File: config.mk
export PLATFORM = sky130hd
export DESIGN_NAME = sequence_duplicate_filter
export DESIGN_NICKNAME = d
export VERILOG_FILES = /design/src/hdl/sdf_pkg.sv /design/src/hdl/sdf_ctrl.sv /design/src/hdl/sdf_dpath.sv /design/src/hdl/sequence_duplicate_filter.sv
export SDC_FILE = /design/constraint.sdc
export NUM_CORES = 1
export LEC_CHECK = 0
export ABC_CLOCK_PERIOD_IN_PS = 12600
export BUFFER_PORTS_ARGS = -buffer_cell sky130_fd_sc_hd__buf_2
export CORE_ASPECT_RATIO = 1.1
export CORE_MARGIN = 3
export CORE_UTILIZATION = 45
export DETAILED_ROUTE_END_ITERATION = 10
export PLACE_DENSITY_LB_ADDON = 0.15
export SYNTH_ARGS = -nofsm -noshare
export SYNTH_HDL_FRONTEND = slang
export SYNTH_SLANG_ARGS = --single-unit
File: constraint.sdc
create_clock -name clk -period 12.6 [get_ports clk]
set_input_delay 3.15 -clock clk [delete_from_list [all_inputs] [get_ports clk]]
set_output_delay 3.15 -clock clk [all_outputs]
set_load 0.01 [all_outputs]
File: src/hdl/sdf_pkg.sv
// shared types and codes for the sequence duplicate filter
// no dependencies
package sdf_pkg;

  localparam int MAC_W   = 48;
  localparam int TYPE_W  = 8;
  localparam int SEQ_W   = 16;
  localparam int INDEX_W = 6;

  localparam logic [SEQ_W-1:0] HALF_RANGE = 16'h8000;

  localparam logic [1:0] OUT_UPDATED  = 2'd0;
  localparam logic [1:0] OUT_DROPPED  = 2'd1;
  localparam logic [1:0] OUT_NEW      = 2'd2;
  localparam logic [1:0] OUT_REPLACED = 2'd3;

  typedef struct packed {
    logic [MAC_W-1:0]  src_mac;
    logic [TYPE_W-1:0] message_type;
    logic [SEQ_W-1:0]  sequence_number;
  } sdf_in_t;

  typedef struct packed {
    logic               accepted;
    logic [1:0]         outcome;
    logic [INDEX_W-1:0] entry_index;
  } sdf_out_t;

  typedef struct packed {
    logic load;
    logic scan_en;
    logic commit;
  } sdf_cmd_t;

  typedef struct packed {
    logic resolve;
  } sdf_sts_t;

endpackage

File: src/hdl/sdf_ctrl.sv
// controller: request handshake, table scan sequencing, result register valid
// depends on sdf_pkg
module sdf_ctrl import sdf_pkg::*; (
  input  logic     clk,
  input  logic     rst_n,
  input  logic     in_valid,
  output logic     in_stall,
  output logic     out_valid,
  input  logic     out_stall,
  input  sdf_sts_t sts,
  output sdf_cmd_t cmd
);

  localparam logic S_IDLE = 1'b0;
  localparam logic S_SCAN = 1'b1;

  logic state_r, state_nxt;
  logic out_valid_r, out_valid_nxt;
  logic out_free;

  assign in_stall  = (state_r != S_IDLE);
  assign out_valid = out_valid_r;
  assign out_free  = !out_valid_r || !out_stall;

  always_comb begin
    cmd.load    = (state_r == S_IDLE) && in_valid;
    cmd.scan_en = (state_r == S_SCAN) && !sts.resolve;
    cmd.commit  = (state_r == S_SCAN) && sts.resolve && out_free;
  end

  always_comb begin
    state_nxt = state_r;
    unique case (state_r)
      S_IDLE: begin
        if (in_valid) state_nxt = S_SCAN;
      end
      S_SCAN: begin
        if (cmd.commit) state_nxt = S_IDLE;
      end
      default: state_nxt = S_IDLE;
    endcase
  end

  always_comb begin
    out_valid_nxt = out_valid_r && out_stall;
    if (cmd.commit) out_valid_nxt = 1'b1;
  end

  always_ff @(posedge clk) begin
    if (!rst_n) begin
      state_r     <= S_IDLE;
      out_valid_r <= 1'b0;
    end else begin
      state_r     <= state_nxt;
      out_valid_r <= out_valid_nxt;
    end
  end

endmodule

File: src/hdl/sdf_dpath.sv
// datapath: stream table memory, valid bits, compare, window check, result register
// depends on sdf_pkg
module sdf_dpath import sdf_pkg::*; #(
  parameter int N = 12
) (
  input  logic     clk,
  input  logic     rst_n,
  input  sdf_in_t  in_data,
  input  sdf_cmd_t cmd,
  output sdf_sts_t sts,
  output sdf_out_t out_data
);

  localparam int IW = (N > 1) ? $clog2(N) : 1;
  localparam logic [IW-1:0] LAST = IW'(N - 1);

  sdf_in_t         mem [N];
  sdf_in_t         item_r;
  sdf_in_t         rd_q;
  logic [N-1:0]    valid_r;
  logic [IW-1:0]   scan_idx_r;
  logic [IW-1:0]   chk_idx_r;
  logic            chk_v_r;
  logic            free_found_r;
  logic [IW-1:0]   free_idx_r;
  sdf_out_t        out_r;

  logic            hit;
  logic            acc;
  logic [SEQ_W-1:0] diff;
  logic            free_any;
  logic [IW-1:0]   alloc_idx;
  logic            wr_en;
  logic [IW-1:0]   wr_addr;
  sdf_out_t        res;

  assign hit = chk_v_r && valid_r[chk_idx_r]
             && (rd_q.src_mac == item_r.src_mac)
             && (rd_q.message_type == item_r.message_type);
  assign diff = item_r.sequence_number - rd_q.sequence_number;
  assign acc  = (diff != '0) && (diff <= HALF_RANGE);
  assign sts.resolve = chk_v_r && (hit || (chk_idx_r == LAST));

  always_comb begin
    free_any  = free_found_r || !valid_r[chk_idx_r];
    alloc_idx = '0;
    if (free_found_r) alloc_idx = free_idx_r;
    else if (!valid_r[chk_idx_r]) alloc_idx = chk_idx_r;
  end

  always_comb begin
    res.entry_index = INDEX_W'(chk_idx_r);
    if (hit) begin
      res.accepted = acc;
      res.outcome  = acc ? OUT_UPDATED : OUT_DROPPED;
    end else if (free_any) begin
      res.accepted    = 1'b1;
      res.outcome     = OUT_NEW;
      res.entry_index = INDEX_W'(alloc_idx);
    end else begin
      res.accepted    = 1'b1;
      res.outcome     = OUT_REPLACED;
      res.entry_index = '0;
    end
  end

  assign wr_en   = cmd.commit && (!hit || acc);
  assign wr_addr = hit ? chk_idx_r : alloc_idx;

  // table memory, one write and one registered read port
  always_ff @(posedge clk) begin
    if (wr_en) mem[wr_addr] <= item_r;
    if (cmd.scan_en) rd_q <= mem[scan_idx_r];
  end

  always_ff @(posedge clk) begin
    if (cmd.load) item_r <= in_data;
    if (cmd.commit) out_r <= res;
    if (cmd.load) begin
      scan_idx_r <= '0;
    end else if (cmd.scan_en) begin
      chk_idx_r <= scan_idx_r;
      if (scan_idx_r != LAST) scan_idx_r <= scan_idx_r + 1'b1;
      if (chk_v_r && !valid_r[chk_idx_r] && !free_found_r) free_idx_r <= chk_idx_r;
    end
  end

  always_ff @(posedge clk) begin
    if (!rst_n) begin
      valid_r      <= '0;
      chk_v_r      <= 1'b0;
      free_found_r <= 1'b0;
    end else begin
      if (cmd.load) begin
        chk_v_r      <= 1'b0;
        free_found_r <= 1'b0;
      end else if (cmd.scan_en) begin
        chk_v_r <= 1'b1;
        if (chk_v_r && !valid_r[chk_idx_r]) free_found_r <= 1'b1;
      end
      if (cmd.commit && !hit) valid_r[alloc_idx] <= 1'b1;
    end
  end

  assign out_data = out_r;

endmodule

File: src/hdl/sequence_duplicate_filter.sv
// Sequence number duplicate filter. A request (source address, message type,
// sequence number) is taken while the block is idle, then the stream table is
// scanned from entry 0 upward, one entry per cycle through the single read port
// of the table memory, until a match or the last entry; the block is idle again,
// ready for the next request, once the result is written to the output register.
// A known stream passes when the wrapped sequence difference is 1..32768 and its
// stored number is then updated; an unknown stream takes the first free entry,
// or entry 0 when the table is full. Valid bits clear at reset, so no clearing
// pass is needed. The result waits in an output register, and a new request is
// taken while it is still pending.
// depends on sdf_pkg, sdf_ctrl, sdf_dpath
module sequence_duplicate_filter import sdf_pkg::*; #(
  parameter int TABLE_ENTRIES = 12
) (
  input  logic     clk,
  input  logic     rst_n,
  input  logic     in_valid,
  output logic     in_stall,
  input  sdf_in_t  in_data,
  output logic     out_valid,
  input  logic     out_stall,
  output sdf_out_t out_data
);

  sdf_cmd_t cmd;
  sdf_sts_t sts;

  sdf_ctrl u_ctrl (
    .clk       (clk),
    .rst_n     (rst_n),
    .in_valid  (in_valid),
    .in_stall  (in_stall),
    .out_valid (out_valid),
    .out_stall (out_stall),
    .sts       (sts),
    .cmd       (cmd)
  );

  sdf_dpath #(.N(TABLE_ENTRIES)) u_dpath (
    .clk      (clk),
    .rst_n    (rst_n),
    .in_data  (in_data),
    .cmd      (cmd),
    .sts      (sts),
    .out_data (out_data)
  );

  a_verdict: assert property (@(posedge clk) disable iff (!rst_n)
    out_valid |-> (out_data.accepted == (out_data.outcome != OUT_DROPPED)))
    else $error("verdict and outcome disagree");

  a_replace_idx: assert property (@(posedge clk) disable iff (!rst_n)
    (out_valid && out_data.outcome == OUT_REPLACED) |-> (out_data.entry_index == '0))
    else $error("table full overwrite not at entry 0");

  a_idx_range: assert property (@(posedge clk) disable iff (!rst_n)
    out_valid |-> (out_data.entry_index < INDEX_W'(TABLE_ENTRIES)))
    else $error("entry index beyond table");

  a_busy: assert property (@(posedge clk) disable iff (!rst_n)
    (in_valid && !in_stall) |=> in_stall)
    else $error("request accepted while previous still scanning");

endmodule

==> Word level (Yosys, flattened, before mapping) <==
Memory sizes are Yosys's and may differ from the RTL's. A register that Yosys moved wholly into a read port is not among the register bits.
Cells that the tools add are included.
{ "classes": {"add_sub_neg": 2, "mul": 0, "div_mod_pow": 0, "order_cmp": 4, "n_eq_ne": 4, "shift": 0, "n_mux": 17, "bitwise": 4, "reduce_logical": 31} }
{ "ops": {"columns": ["op", "n"], "rows": [
  ["$eq 48x48->1", 1],
  ["$le 16x16->1 const B", 1],
  ["$mux 4", 4],
  ["$reduce_bool 16->1", 1],
  ["$sub 16x16->16", 1],
  ["$logic_and 1x1->1", 15],
  ["$or 12x12->12", 1],
  ["$lt 4x5->1 const B", 2],
  ["$eq 8x8->1", 1],
  ["$mux 1", 8],
  ["$mux 7", 1],
  ["$logic_not 1->1", 6],
  ["$reduce_and 2->1", 3],
  ["$add 4x1->4 const B", 1],
  ["$bmux 1 s4", 1],
  ["$demux 1 s4", 1],
  ["$eq 4x4->1 const B", 1],
  ["$ge 4x1->1 const B", 1],
  ["$logic_or 1x1->1", 4],
  ["$ne 4x4->1 const B", 1],
  ["$mux 3", 1],
  ["$not 1->1", 3],
  ["$reduce_and 3->1", 1],
  ["$pmux 1 s2", 1],
  ["$reduce_or 2->1", 1]
]} }
{ "word_totals": {"reg_bits": 109, "latch_bits": 0, "ram_bits": 864, "rom_bits": 0, "inputBits": 76, "output_inout_bits": 11, "wordCells": 78, "n_memories": 1} }
{ "memory_table": {"columns": ["name", "depth", "word_bits", "rd", "rd_ports_with_merged_regs", "wr", "line_no", "text"], "rows": [
  ["u_dpath.mem", 12, 72, 1, 1, 1, "sdf_dpath.sv:17", "sdf_in_t mem [N];"]
]} }

==> Depth between registers and ports, before layout <==
Gate-level depths: netlist (run 1).
{ "depth": {"depth_word": 12, "mapped_depth": 15, "mapped_depth_nobuf": 13} }

==> Cells and area by module <==
Synthesis (run 1) repeated with hierarchy kept, for this count alone.
{ "unflattened": {"cells_unflattened": 1955, "hier_area_um2": 40338.7} }
{ "modules_own_cells": {"columns": ["mod", "n_inst", "cells_per_inst", "area_each_um2", "seq_area_each_um2"], "rows": [
  ["sdf_dpath", 1, 1945, 40249.9, 31079.8],
  ["sdf_ctrl", 1, 10, 88.8, 40.0]
]} }

==> Worst setup path before layout (run 1) <==
OpenSTA, ideal clock, no wires.
{ "synth_path": {"path_type": "input -> register", "startpoint": "in out_stall", "endpoint": "mem u_dpath.mem[4][0] (netlist bit) (enable)", "setup_time_ps": 590, "t_arrival_ps": 8920, "required_ps": 12010, "setup_slack_ps": 3089, "path_stages": 5, "path_buffers": 1, "path_cell_list": "a21oi_1 and2_1 clkbuf_1 nand3b_1 nor3_1"} }
{ "synth_between": {"elab_chain_cells": 6} }
{ "synth_rtl": {"columns": ["item", "line_no", "text"], "rows": [
  ["start, declared", "sequence_duplicate_filter.sv:21", "input logic out_stall,"],
  ["$logic_not 1->1", "sdf_ctrl.sv:23", "assign out_free = !out_valid_r || !out_stall;"],
  ["$logic_or 1x1->1", "sdf_ctrl.sv:23", null],
  ["$logic_and 1x1->1", "sdf_ctrl.sv:28", "cmd.commit = (state_r == S_SCAN) && sts.resolve && out_free;"],
  ["$logic_and 1x1->1", "sdf_dpath.sv:67", "assign wr_en = cmd.commit && (!hit || acc);"],
  ["$mux 1", "sdf_dpath.sv:72", "if (wr_en) mem[wr_addr] <= item_r;"],
  ["$mux 1 (not written as such)", "sdf_dpath.sv:72", null],
  ["end, declared", "sdf_dpath.sv:17", null]
]} }
No other way between the ends.

==> Worst setup path in the final report (run 1) <==
{ "layout_path": {"startpoint": "reg u_dpath.item_r[41] (netlist bit)", "endpoint": "mem u_dpath.mem[8][54] (netlist bit) (enable)"} }
{ "layout_between": {"elab_chain_cells": 10, "word_cells_on_any_way": 13, "cone_classes": "eq/ne: 1; mux: 3; reduce/logical: 9"} }
{ "layout_rtl": {"columns": ["item", "line_no", "text"], "rows": [
  ["start, declared", "sdf_dpath.sv:18", "sdf_in_t item_r;"],
  ["start signal, assigned", "sdf_dpath.sv:77", "if (cmd.load) item_r <= in_data;"],
  ["$eq 48x48->1 (*)", "sdf_dpath.sv:38", "&& (rd_q.src_mac == item_r.src_mac)"],
  ["$logic_and 1x1->1 (*)", "sdf_dpath.sv:38", null],
  ["$logic_and 1x1->1 (*)", "sdf_dpath.sv:39", "&& (rd_q.message_type == item_r.message_type);"],
  ["$logic_or 1x1->1", "sdf_dpath.sv:42", "assign sts.resolve = chk_v_r && (hit || (chk_idx_r == LAST));"],
  ["$logic_and 1x1->1", "sdf_dpath.sv:42", null],
  ["$logic_and 1x1->1 (2 in a row)", "sdf_ctrl.sv:28", null],
  ["$logic_and 1x1->1", "sdf_dpath.sv:67", null],
  ["$mux 1", "sdf_dpath.sv:72", null],
  ["$mux 1 (not written as such)", "sdf_dpath.sv:72", null]
]} }
Every way passes the cells marked *; elsewhere a longest branch is shown, timed or not.

==> results by group, run 1 <==
Status
  – Status: finished, final reports clean

Synthesis
  – Register bit total from synthesis: 1043
  – Post-synthesis simple-gate area fraction: 0.0246
  – Mux contribution to synthesized area: 0.143
  – Number of synthesized flops with an enable pin: approximately 1000
  – Yosys warns: 0
  – Distinct cell type count of the synthesized netlist: 60
  – Seq/Total Area, Yosys: 0.779
  – Post-Syn Area: 0.0400 mm²
  – Post-synth top flop: edfxtp_1
  – Fraction of synthesized cell area in xor and xnor cells: 0.0138
  – Async S/R FF share, synth: 0
  – Synth Area per Inst: roughly 21 µm²
  – Post-Synth Adder-Cell Area: 0.00501
  – Mapped Cells: 1894
  – Largest family of logic cells by synthesized area: multiplexers
  – Synth Area in Compound Gates: 0.0238

Drt
  – First-pass iteration count of the detailed router: 5
  – Number of routed nets with antenna violations: 0
  – DR WL/cell: roughly 26 µm
  – Routed WL: between 80000 and 90000 µm
  – 1st-iter DRT viols: roughly 1400
  – Drt via density: around 5.6
  – Drc violations: 0
  – Vias: 18294

Worst setup path
  – Worst path slowest cell: nor4_1
  – Worst-path fanout max: 43
  – Required @ worst endpoint: ~13 ns
  – CP cell instances: xnor2_1, nand4_1, nor4_1, nand4_1, nor2b_1, or2_1, and2_1, nand3b_1, nor3_2, buf_4, buf_4
  – CP endpoint kind: flip-flop
  – CP top delay family: simple AND/OR/NAND/NOR gates
  – Critical path startpoint category: flip-flop
  – Crit-path max cell delay: 0.75 ns
  – Crit path kind: reg2reg
  – WP buf/inv: 2
  – Arrival @ worst endpoint: roughly 6.2 ns

Place
  – Final GP Congestion: around 0.82
  – Post-DP HPWL: approximately 45000 µm
  – Port bufs: 84

STA
  – Crit share post-route: 0.471
  – RSZ-0062 raised after global routing: false
  – Fin crit period: about 5.9 ns
  – Max Slew Vio Count: 0
  – Setup Total Neg Slack: 0 ns
  – Setup-failing EPs final: 0
  – Max-slew headroom: 0.252
  – Fmax: roughly 0.17 GHz
  – Worst slew pin tran: 1.12 ns
  – Hold slack final: roughly 0.5 ns
  – Hold Vio Cnt, Final: 0
  – Clock Skew: approximately 0.026 ns

Final layout
  – Commonest cells after routing, fill and taps aside: edfxtp_1 (1023), mux4_2 (219), clkbuf_16 (109)
  – Post-layout nets: between 2000 and 2500
  – Commonest non-fill, non-tap cell in the layout: edfxtp_1
  – Syn-to-layout area delta: 13.1%
  – Ant. Diodes: 0
  – Fillers: around 7000
  – Layout cells sized above 1: 0.245

Clocking
  – Htree depth: 3
  – Longest Clk Path Bufs: 3
  – Num CTS Buffers: 107
  – Clk_lat worst skew: ~0.67 ns
  – CTS root buf: clkbuf_16
  – CTS Sinks: 1043
  – Clock slew at reported path FFs: ~0.060 ns
  – Post-CTS sizing: 0
  – CTS Hold Bufs: 0
  – CTS tree: yes
  – Post-CTS setup buffer count: 0

Job
  – Max-cap check violation count: 0

Power
  – Pwr per Cell Area: ~170 mW/mm²
  – Worst VDD drop: 0.111 mV
  – Comb pwr share: 0.094
  – Pint: between 5000 and 6000 µW
  – Lkg Pwr: approximately 0.014 µW
  – Sequential Power Share: 0.516
  – Switch share: 0.225
  – Psw: roughly 1700 µW
  – Clock share of power: 0.390

Floorplan
  – Core ar.: ~0.09 mm²
  – Die area: 0.0924 mm²
  – Row cnt: around 110
  – Height of the die: 319 µm
  – Width of the die: 290 µm
  – Initial core utilization: 0.454
  – I/O pin cnt: 87

Global routing
  – Vias in the first global route: between 15000 and 20000
  – First-pass GRT wire length: approximately 130000 µm
  – Initial antenna violation count: 1
  – Largest net degree at the start of global routing: 164
  – GRT overflow: 0
  – Tot GR Track Use: 0.187

Worst hold path
  – Hold WC Path Type: reg2reg
==> layout make-up <==
class,count,area (µm²),area share
clock buffer,135,2830,0.0625
clock inverter,64,529,0.0117
inverter,21,81.3,0.00180
multi-input combinational,742,8480,0.188
sequential,1043,31100,0.689
tap,1160,1450,0.0321
timing repair buffer,120,703,0.0156
==> state kept, by name (all words and copies together) (netlist names) <==
register and cells:
u_dpath.mem 864, u_dpath.item_r 72, u_dpath.rd_q 72, u_dpath.valid_r 12, u_dpath.out_data 7, u_dpath.chk_idx_r 4
u_dpath.free_idx_r 4, u_dpath.scan_idx_r 4, u_ctrl.in_stall 1, u_ctrl.out_valid 1, u_dpath.chk_v_r 1, u_dpath.free_found_r 1
==> power groups by stage <==
stage / sequential (µW) / combinational, µW / clock [µW]
2_1_floorplan: 3990 / 600 / 0
3_3_place_gp: 4060 / 748 / 0
3_5_place_dp: 4060 / 745 / 0
4_1_cts: 3990 / 750 / 3100
5_1_grt: 4000 / 799 / 3240
6_report: 3990 / 729 / 3010
==> through the flow <==
step | utilization | area (µm²) | std cells | total power [µW] | worst slack [ns]
4_1_cts | 0.514 | 45200 | 3285 | 7840 | 6.35
2_1_floorplan | - | 40000 | 1895 | 4590 | 3.09
3_3_place_gp | 0.476 | 41800 | 3086 | 4810 | 6.45
5_1_grt | 0.514 | 45200 | 3285 | 8040 | 6.18
6_report | 0.514 | 45200 | 3285 | 7730 | 6.66
3_5_place_dp | 0.476 | 41800 | 3086 | 4810 | 6.35
==> cells in the mapped netlist (4+ instances only) <==
library cell  number  share of area
edfxtp_1        1023           0.77
xor2_1             5         0.0011
mux4_2           219           0.12
dfxtp_1           20          0.010
o21ai_0           88          0.011
ha_1              16         0.0050
nand4_1           18         0.0028
o21a_1             6         0.0011
inv_1             20         0.0019
nand3_1            7        0.00088
mux2i_1           75          0.019
xnor2_1           58          0.013
nor3b_1            4        0.00075
nand2_1          103         0.0097
nand3b_1           5        0.00094
buf_1             37         0.0035
nor4_1             4        0.00063
a22o_1             6         0.0013
a21oi_1           27         0.0034
clkbuf_1          45         0.0042
nor2_1            19         0.0018
nor3_1            18         0.0023
nor2b_1           17         0.0027
a21o_1             5        0.00094
==> cell families after synthesis <==
family / count (synthesis)
other cells: 1
buf+inv: 110
flops: 1043
compound gates: 158
mux: 296
simple gates: 207
fa+ha+maj: 16
xor+xnor: 63
==> metal layers <==
metal	up-vias	part of all wire	wire, µm	GRT usage
met5	-	0	0	0
met4	0	0.016	1380	0.0462
met3	94	0.039	3340	0.0254
met2	388	0.52	44000	0.318
met1	9749	0.43	36600	0.258
li1	8063	-	-	-
==> path summary, 6_finish.rpt <==
kind                                    startpoint                 end  slack, ns  cells after the start
worst max register to register  u_dpath.item_r[41]  u_dpath.mem[8][54]       6.66                     11
worst max-delay path            u_dpath.item_r[41]  u_dpath.mem[8][54]       6.66                     11
worst min-delay path            u_dpath.valid_r[6]  u_dpath.valid_r[6]       0.49                      1
worst min register to register  u_dpath.valid_r[6]  u_dpath.valid_r[6]       0.49                      1
Note: power is estimated with default switching activity, not from simulation.
==> run 2: changes to the inputs <==
- ABC_AREA: not set -> 1
- ABC_CLOCK_PERIOD_IN_PS: 12600 -> 5200
- clock period: 12.6 -> 5.2 ns (I/O delays scaled with it)
==> results by group, run 2 <==
Synthesis
  – Fraction of synthesized cell area in xor and xnor cells: 0.00346 (-0.0103)
  – Register bit total from synthesis: 1043 (unchanged)
  – Synth Area per Inst: 12.1 µm² (-43%)
  – Synth top cells by count: edfxtp_1 (1023), nor2_1 (637), nand2_1 (449)
  – Mapped Cells: 3491 (+84%)
  – Largest cells by area after synthesis: edfxtp_1 (73%), nor2_1 (5.7%), o21ai_0 (5.2%)
  – Mux contribution to synthesized area: 0 (-0.143)
  – Seq/Total Area, Yosys: 0.736 (-0.0431)
  – Largest area contributor in the netlist: edfxtp_1
  – Distinct cell type count of the synthesized netlist: 44 (-27%)
  – Post-Synth Adder-Cell Area: 0.00473 (-0.000277)
  – Post-synth top flop: edfxtp_1
  – Synth top area share: 0.726 (-0.0425)
  – Synth Area in Compound Gates: 0.0962 (+0.0724)
  – Post-Syn Area: 0.0423 mm² (+5.9%)
  – Post-synthesis simple-gate area fraction: 0.122 (+0.0979)
  – Most common cell in the netlist: edfxtp_1
  – Async S/R FF share, synth: 0 (unchanged)
  – Largest family of logic cells by synthesized area: simple AND/OR/NAND/NOR gates
  – Yosys warns: 0 (unchanged)
  – Number of synthesized flops with an enable pin: 1023 (unchanged)

Drt
  – DR WL/cell: 22.4 µm (-14%)
  – Vias: 26767 (+46%)
  – Drc violations: 0 (unchanged)
  – First-pass iteration count of the detailed router: 5 (unchanged)
  – Drt via density: 5.45 (-2.1%)
  – 1st-iter DRT viols: 2445 (+76%)
  – Number of routed nets with antenna violations: 0 (unchanged)
  – Routed WL: 110000 µm (+29%)

Clocking
  – Clk_lat worst skew: 0.69 ns (+0.02 ns)
  – Post-CTS setup buffer count: 0 (unchanged)
  – CTS Sinks: 1043 (unchanged)
  – Post-CTS sizing: 0 (unchanged)
  – Htree depth: 3 (unchanged)
  – CTS Hold Bufs: 0 (unchanged)
  – CTS root buf: clkbuf_16
  – Longest Clk Path Bufs: 3 (unchanged)
  – Num CTS Buffers: 108 (+0.93%)
  – CTS tree: yes
  – Clock slew at reported path FFs: 0.06 ns (about the same)

Place
  – Post-DP HPWL: 59700 µm (+32%)
  – Final GP Congestion: 0.913 (+12%)
  – Port bufs: 84 (unchanged)
  – Placed Area: 0.0446 mm² (+6.5%)

Final layout
  – End-of-flow core utilization: 0.518 (+0.00395)
  – Fillers: 8008 (+16%)
  – Syn-to-layout area delta: 13.7%
  – Commonest non-fill, non-tap cell in the layout: edfxtp_1
  – Largest regs: u_dpath.mem x864, u_dpath.item_r x72, u_dpath.rd_q x72
  – Layout cells sized above 1: 0.0983 (-0.146)
  – Top reg by flops: u_dpath.mem
  – Design area: 0.0481 mm² (+6.4%)
  – Ant. Diodes: 0 (unchanged)
  – Commonest cells after routing, fill and taps aside: edfxtp_1 (1023), nor2_1 (624), nand2_1 (448)
  – Number of flip-flops in the largest register: 864 (unchanged)
  – Post-layout nets: 3661 (+72%)

Power
  – Psw: 4640 µW (+170%)
  – Lkg Pwr: 0.0168 µW (+21%)
  – Worst VDD drop: 0.285 mV (+160%)
  – Sequential Power Share: 0.504 (-0.012)
  – Pint: 14500 µW (+140%)
  – Switch share: 0.243 (+0.0181)
  – Pwr per Cell Area: 397 mW/mm² (+130%)
  – Pwr Total: 19100 µW (+150%)
  – Comb pwr share: 0.090 (-0.004)
  – Clock share of power: 0.406 (+0.016)

Global routing
  – Initial antenna violation count: 1 (unchanged)
  – GRT overflow: 0 (unchanged)
  – Tot GR Track Use: 0.223 (+0.0363)
  – Vias in the first global route: 25841 (+33%)
  – Largest net degree at the start of global routing: 133 (-19%)
  – First-pass GRT wire length: 164000 µm (+27%)

Worst setup path
  – Worst-path fanout max: 21 (-51%)
  – WP buf/inv: 1 (-1)
  – Worst path slowest cell: nor2_4
  – CP top delay family: simple AND/OR/NAND/NOR gates
  – Critical path startpoint category: flip-flop
  – CP endpoint kind: flip-flop
  – CP cell instances: xnor2_1, nand2_1, nor2_1, nand3_1, nor2_4, nand3_4, nand2_4, nand3_4, nor2_4, nand2_2, nor2_4, buf_12
  – Crit-path max cell delay: 0.82 ns (+0.07 ns)
  – CP most frequent cell: nor2_4
  – Required @ worst endpoint: 5.56 ns (-7.34 ns)
  – Arrival @ worst endpoint: 4.69 ns (-1.55 ns)
  – Crit path kind: reg2reg

Status
  – Status: finished, final reports clean

Floorplan
  – Width of the die: 298 µm (+2.8%)
  – Die area: 0.0977 mm² (+5.7%)
  – Height of the die: 328 µm (+2.8%)
  – Core ar.: 0.0930 mm² (+5.6%)
  – I/O pin cnt: 87 (unchanged)
  – Initial core utilization: 0.455 (+0.00100)
  – Row cnt: 117 (+2.6%)

STA
  – Setup-failing EPs final: 0 (unchanged)
  – Clock Skew: 0.0355 ns (+0.00962 ns)
  – Fin crit period: 4.33 ns (-1.60 ns)
  – Worst slew pin tran: 1.11 ns (-0.0129 ns)
  – Setup Total Neg Slack: 0 ns (unchanged)
  – Crit share post-route: 0.834 (+0.362)
  – Hold slack final: 0.447 ns (-0.0416 ns)
  – Fmax: 0.231 GHz (+37%)
  – Max Slew Vio Count: 0 (unchanged)
  – Max-slew headroom: 0.259 (+0.00682)
  – RSZ-0062 raised after global routing: false
  – Hold Vio Cnt, Final: 0 (unchanged)

Worst hold path
  – Hold WC Path Type: reg2reg

Job
  – Max-cap check violation count: 0 (unchanged)
run 2: layout make-up:
| class | count | area, µm² | area share |
|---|---|---|---|
| timing repair buffer | 144 | 1280 | 0.0267 |
| clock buffer | 124 | 2780 | 0.0579 |
| tap | 1249 | 1560 | 0.0325 |
| clock inverter | 79 | 779 | 0.0162 |
| sequential | 1043 | 31100 | 0.647 |
| inverter | 224 | 857 | 0.0178 |
| multi-input combinational | 2048 | 9710 | 0.202 |
run 2: logic make-up (layout without fill, tap and decap cells):
group,count (synthesis),in the layout
buf+inv,401,571
other cells,1,2
fa+ha+maj,16,16
compound gates,735,735
simple gates,1280,1280
flops,1043,1043
xor+xnor,15,15
run 2: worst paths after layout:
check / from / end / slack [ns] / cells past startpoint
max: u_dpath.item_r[36] / u_dpath.mem[6][29] / 0.87 / 12
min reg2reg: u_dpath.valid_r[8] / u_dpath.valid_r[8] / 0.45 / 2
max reg2reg: u_dpath.item_r[36] / u_dpath.mem[6][29] / 0.87 / 12
min: u_dpath.valid_r[8] / u_dpath.valid_r[8] / 0.45 / 2
run 2: power by group through the flow:
stage / logic (µW) / registers (µW) / clock network, µW
2_1_floorplan: 1210 / 9670 / 0
3_5_place_dp: 1720 / 9800 / 0
5_1_grt: 1940 / 9640 / 8250
6_report: 1720 / 9630 / 7760
4_1_cts: 1730 / 9630 / 7910
3_3_place_gp: 1720 / 9800 / 0
run 2: layer usage:
layer | wire length (µm) | vias up | track usage
met5 | 0 | - | 0
met4 | 2790 | 0 | 0.0680
met3 | 6230 | 171 | 0.0316
met2 | 53100 | 825 | 0.370
met1 | 47900 | 13164 | 0.308
li1 | - | 12607 | -
run 2: tightest hold or removal path, stage by stage, from the launching register on:
cell and delay (ns):
dfxtp_1 0.30, inv_1 0.04, a21oi_1 0.05
run 2: through the flow:
stage / setup slack, ns / instances
after floorplan: -0.377 / 3492
after global placement: 0.874 / 4708
after detailed placement: 0.841 / 4708
after CTS: 0.810 / 4911
after global routing: 0.519 / 4911
final: 0.865 / 4911
==> run 3: changes to the inputs <==
- ABC_CLOCK_PERIOD_IN_PS: 5200 -> 4000
- clock period: 5.2 -> 4 ns (I/O delays scaled with it)
==> results by group, run 3 (synthesized netlist as in run 2, its figures left out) <==
Clocking
  – CTS root buf: clkbuf_16
  – Num CTS Buffers: 105 (-2.8%)
  – Htree depth: 3 (unchanged)
  – CTS Hold Bufs: 0 (unchanged)
  – Clock slew at reported path FFs: 0.06 ns (about the same)
  – CTS tree: yes
  – Clk_lat worst skew: 0.68 ns (about the same)
  – CTS Sinks: 1043 (unchanged)
  – Longest Clk Path Bufs: 3 (unchanged)

Power
  – Sequential Power Share: 0.505 (about the same)
  – Pwr Total: 24500 µW (+28%)
  – Pint: 18500 µW (+28%)
  – Psw: 6010 µW (+29%)
  – Worst VDD drop: 0.365 mV (+28%)
  – Clock share of power: 0.386 (-0.020)
  – Pwr per Cell Area: 498 mW/mm² (+25%)
  – Comb pwr share: 0.109 (+0.019)
  – Switch share: 0.245 (+0.00229)
  – Lkg Pwr: 0.0174 µW (+3.8%)

Drt
  – 1st-iter DRT viols: 2677 (+9.5%)
  – Drt via density: 5.46 (+0.14%)
  – Drc violations: 0 (unchanged)
  – First-pass iteration count of the detailed router: 5 (unchanged)
  – Number of routed nets with antenna violations: 0 (unchanged)
  – Vias: 27608 (+3.1%)
  – DR WL/cell: 22.9 µm (+2.3%)
  – Routed WL: 116000 µm (+5.4%)

STA
  – Setup-failing EPs final: 0 (unchanged)
  – Max Slew Vio Count: 0 (unchanged)
  – Final worst slack: 0.147 ns (-0.719 ns)
  – Hold Vio Cnt, Final: 0 (unchanged)
  – Worst slew pin tran: 1.20 ns (+0.0957 ns)
  – Clock Skew: 0.0276 ns (-0.00796 ns)
  – Hold slack final: 0.448 ns (+0.00124 ns)
  – Fmax: 0.260 GHz (+12%)
  – Max-slew headroom: 0.196 (-0.0629)
  – RSZ-0062 raised after global routing: true
  – Crit share post-route: 0.963 (+0.130)
  – Setup Total Neg Slack: 0 ns (unchanged)
  – Fin crit period: 3.85 ns (-0.481 ns)

Final layout
  – Syn-to-layout area delta: 16.3%
  – Layout cells sized above 1: 0.132 (+0.0337)
  – Sequential Area: 0.0311 mm² (unchanged)
  – Ant. Diodes: 0 (unchanged)
  – Design area: 0.0492 mm² (+2.2%)
  – Post-layout nets: 3816 (+4.2%)
  – Multi-input gate area in the final layout: 0.00982 mm² (+1.1%)
  – Commonest non-fill, non-tap cell in the layout: edfxtp_1
  – Fillers: 7886 (-1.5%)
  – Commonest cells after routing, fill and taps aside: edfxtp_1 (1023), nor2_1 (622), nand2_1 (447)
  – Number of flip-flops in the largest register: 864 (unchanged)
  – Largest regs: u_dpath.mem x864, u_dpath.item_r x72, u_dpath.rd_q x72
  – Top reg by flops: u_dpath.mem

Global routing
  – Initial antenna violation count: 0 (-1)
  – Largest net degree at the start of global routing: 148 (+11%)
  – GRT overflow: 0 (unchanged)
  – First-pass GRT wire length: 173000 µm (+5.5%)
  – Vias in the first global route: 26996 (+4.5%)
  – Tot GR Track Use: 0.235 (+0.0115)

Worst setup path
  – Worst path slowest cell: nor2_4
  – Arrival @ worst endpoint: 4.19 ns (-0.50 ns)
  – Required @ worst endpoint: 4.34 ns (-1.22 ns)
  – CP endpoint kind: flip-flop
  – Worst r2r path cells: 18 (+6)
  – CP most frequent cell: nand2_1
  – Crit path kind: reg2reg
  – Worst-path fanout max: 30 (+43%)
  – CP cell instances: inv_2, nand2_2, nand2_1, nor2_1, nand2_1, nor2_1, nand2_1, nor2_4, nand3_4, clkinv_2, buf_4, nand2_1, o21ai_2, inv_2, nor2_4, nand2_2, nor2_4, buf_12
  – Crit-path max cell delay: 0.91 ns (+0.09 ns)
  – Critical path startpoint category: flip-flop

Floorplan
  – Die area: 0.0977 mm² (unchanged)
  – I/O pin cnt: 87 (unchanged)
  – Height of the die: 328 µm (unchanged)
  – Width of the die: 298 µm (unchanged)
  – Row cnt: 117 (unchanged)
  – Core ar.: 0.0930 mm² (unchanged)
  – Initial core utilization: 0.455 (unchanged)

Worst hold path
  – Hold WC Path Type: reg2reg
  – Hold Path Cell Cnt: 2 (unchanged)

Status
  – Status: finished, final reports clean

Place
  – Post-DP HPWL: 67900 µm (+14%)
  – Post-Place Setup Slack: -0.0807 ns (-0.922 ns)
  – Port bufs: 84 (unchanged)
  – Final GP Congestion: 0.914 (+0.12%)
  – Placed Area: 0.0456 mm² (+2.4%)

Job
  – Max-cap check violation count: 0 (unchanged)
-- run 3: cell types whose count changed in the layout (fill, tap and decap cells not counted), moves of 6 or more --
cell       delta
inv_6         -6
clkbuf_1      +9
buf_4       +150
buf_12        +6
clkinv_2     -14
bufinv_16     -9
-- run 3: cell type report --
class / instances / area share
Sequential cell: 1043 / 0.633
Tap cell: 1249 / 0.0318
Clock buffer: 138 / 0.0591
Multi-Input combinational cell: 2050 / 0.200
Clock inverter: 54 / 0.00776
Inverter: 224 / 0.0174
Timing Repair Buffer: 300 / 0.0514
-- run 3: stage by stage --
step,cells,utilization
after floorplan,3492,-
after CTS,5040,0.526
after global placement,4847,0.491
after global routing,5058,0.529
final,5058,0.529
after detailed placement,4847,0.491
-- run 3: worst max-delay path: cells and delay by family, from the launching register on --
kind | cells | cell delay [ns]
flip-flops | 1 | 0.69
buffers and inverters | 5 | 0.70
AND/OR/NAND/NOR | 12 | 1.99
AO/OA/AOI/OAI | 1 | 0.09
-- run 3: what timing repair did --
item | CTS | global route
gates resized for setup | 1 | 13
cloned | 1 | 1
pin swaps | 2 | 6
endpoints found under the hold margin | 0 | 0
buffers inserted | 0 | 17
endpoints found under the setup margin | 80 | 320
-- run 3: final timing paths --
kind / start / endpoint / slack (ns)
hold / removal: u_dpath.valid_r[8] / u_dpath.valid_r[8] / 0.45
hold reg to reg: u_dpath.valid_r[8] / u_dpath.valid_r[8] / 0.45
setup reg to reg: u_dpath.item_r[34] / u_dpath.mem[9][55] / 0.15
setup / recovery: u_dpath.item_r[34] / u_dpath.mem[9][55] / 0.15
-- run 3: per-layer routing --
| metal | share of wire | vias up | GRT usage |
|---|---|---|---|
| met5 | 0 | - | 0 |
| met4 | 0.024 | 0 | 0.0690 |
| met3 | 0.056 | 163 | 0.0277 |
| met2 | 0.50 | 878 | 0.403 |
| met1 | 0.42 | 13657 | 0.317 |
| li1 | - | 12910 | - |
-- run 3: power by group through the flow --
stage	logic [µW]	registers [µW]	clock network [µW]
floorplan	1570	12600	0
global placement	2660	12600	0
detailed placement	2670	12600	0
CTS	2680	12400	9630
global route	2980	12400	10100
finish	2670	12400	9460
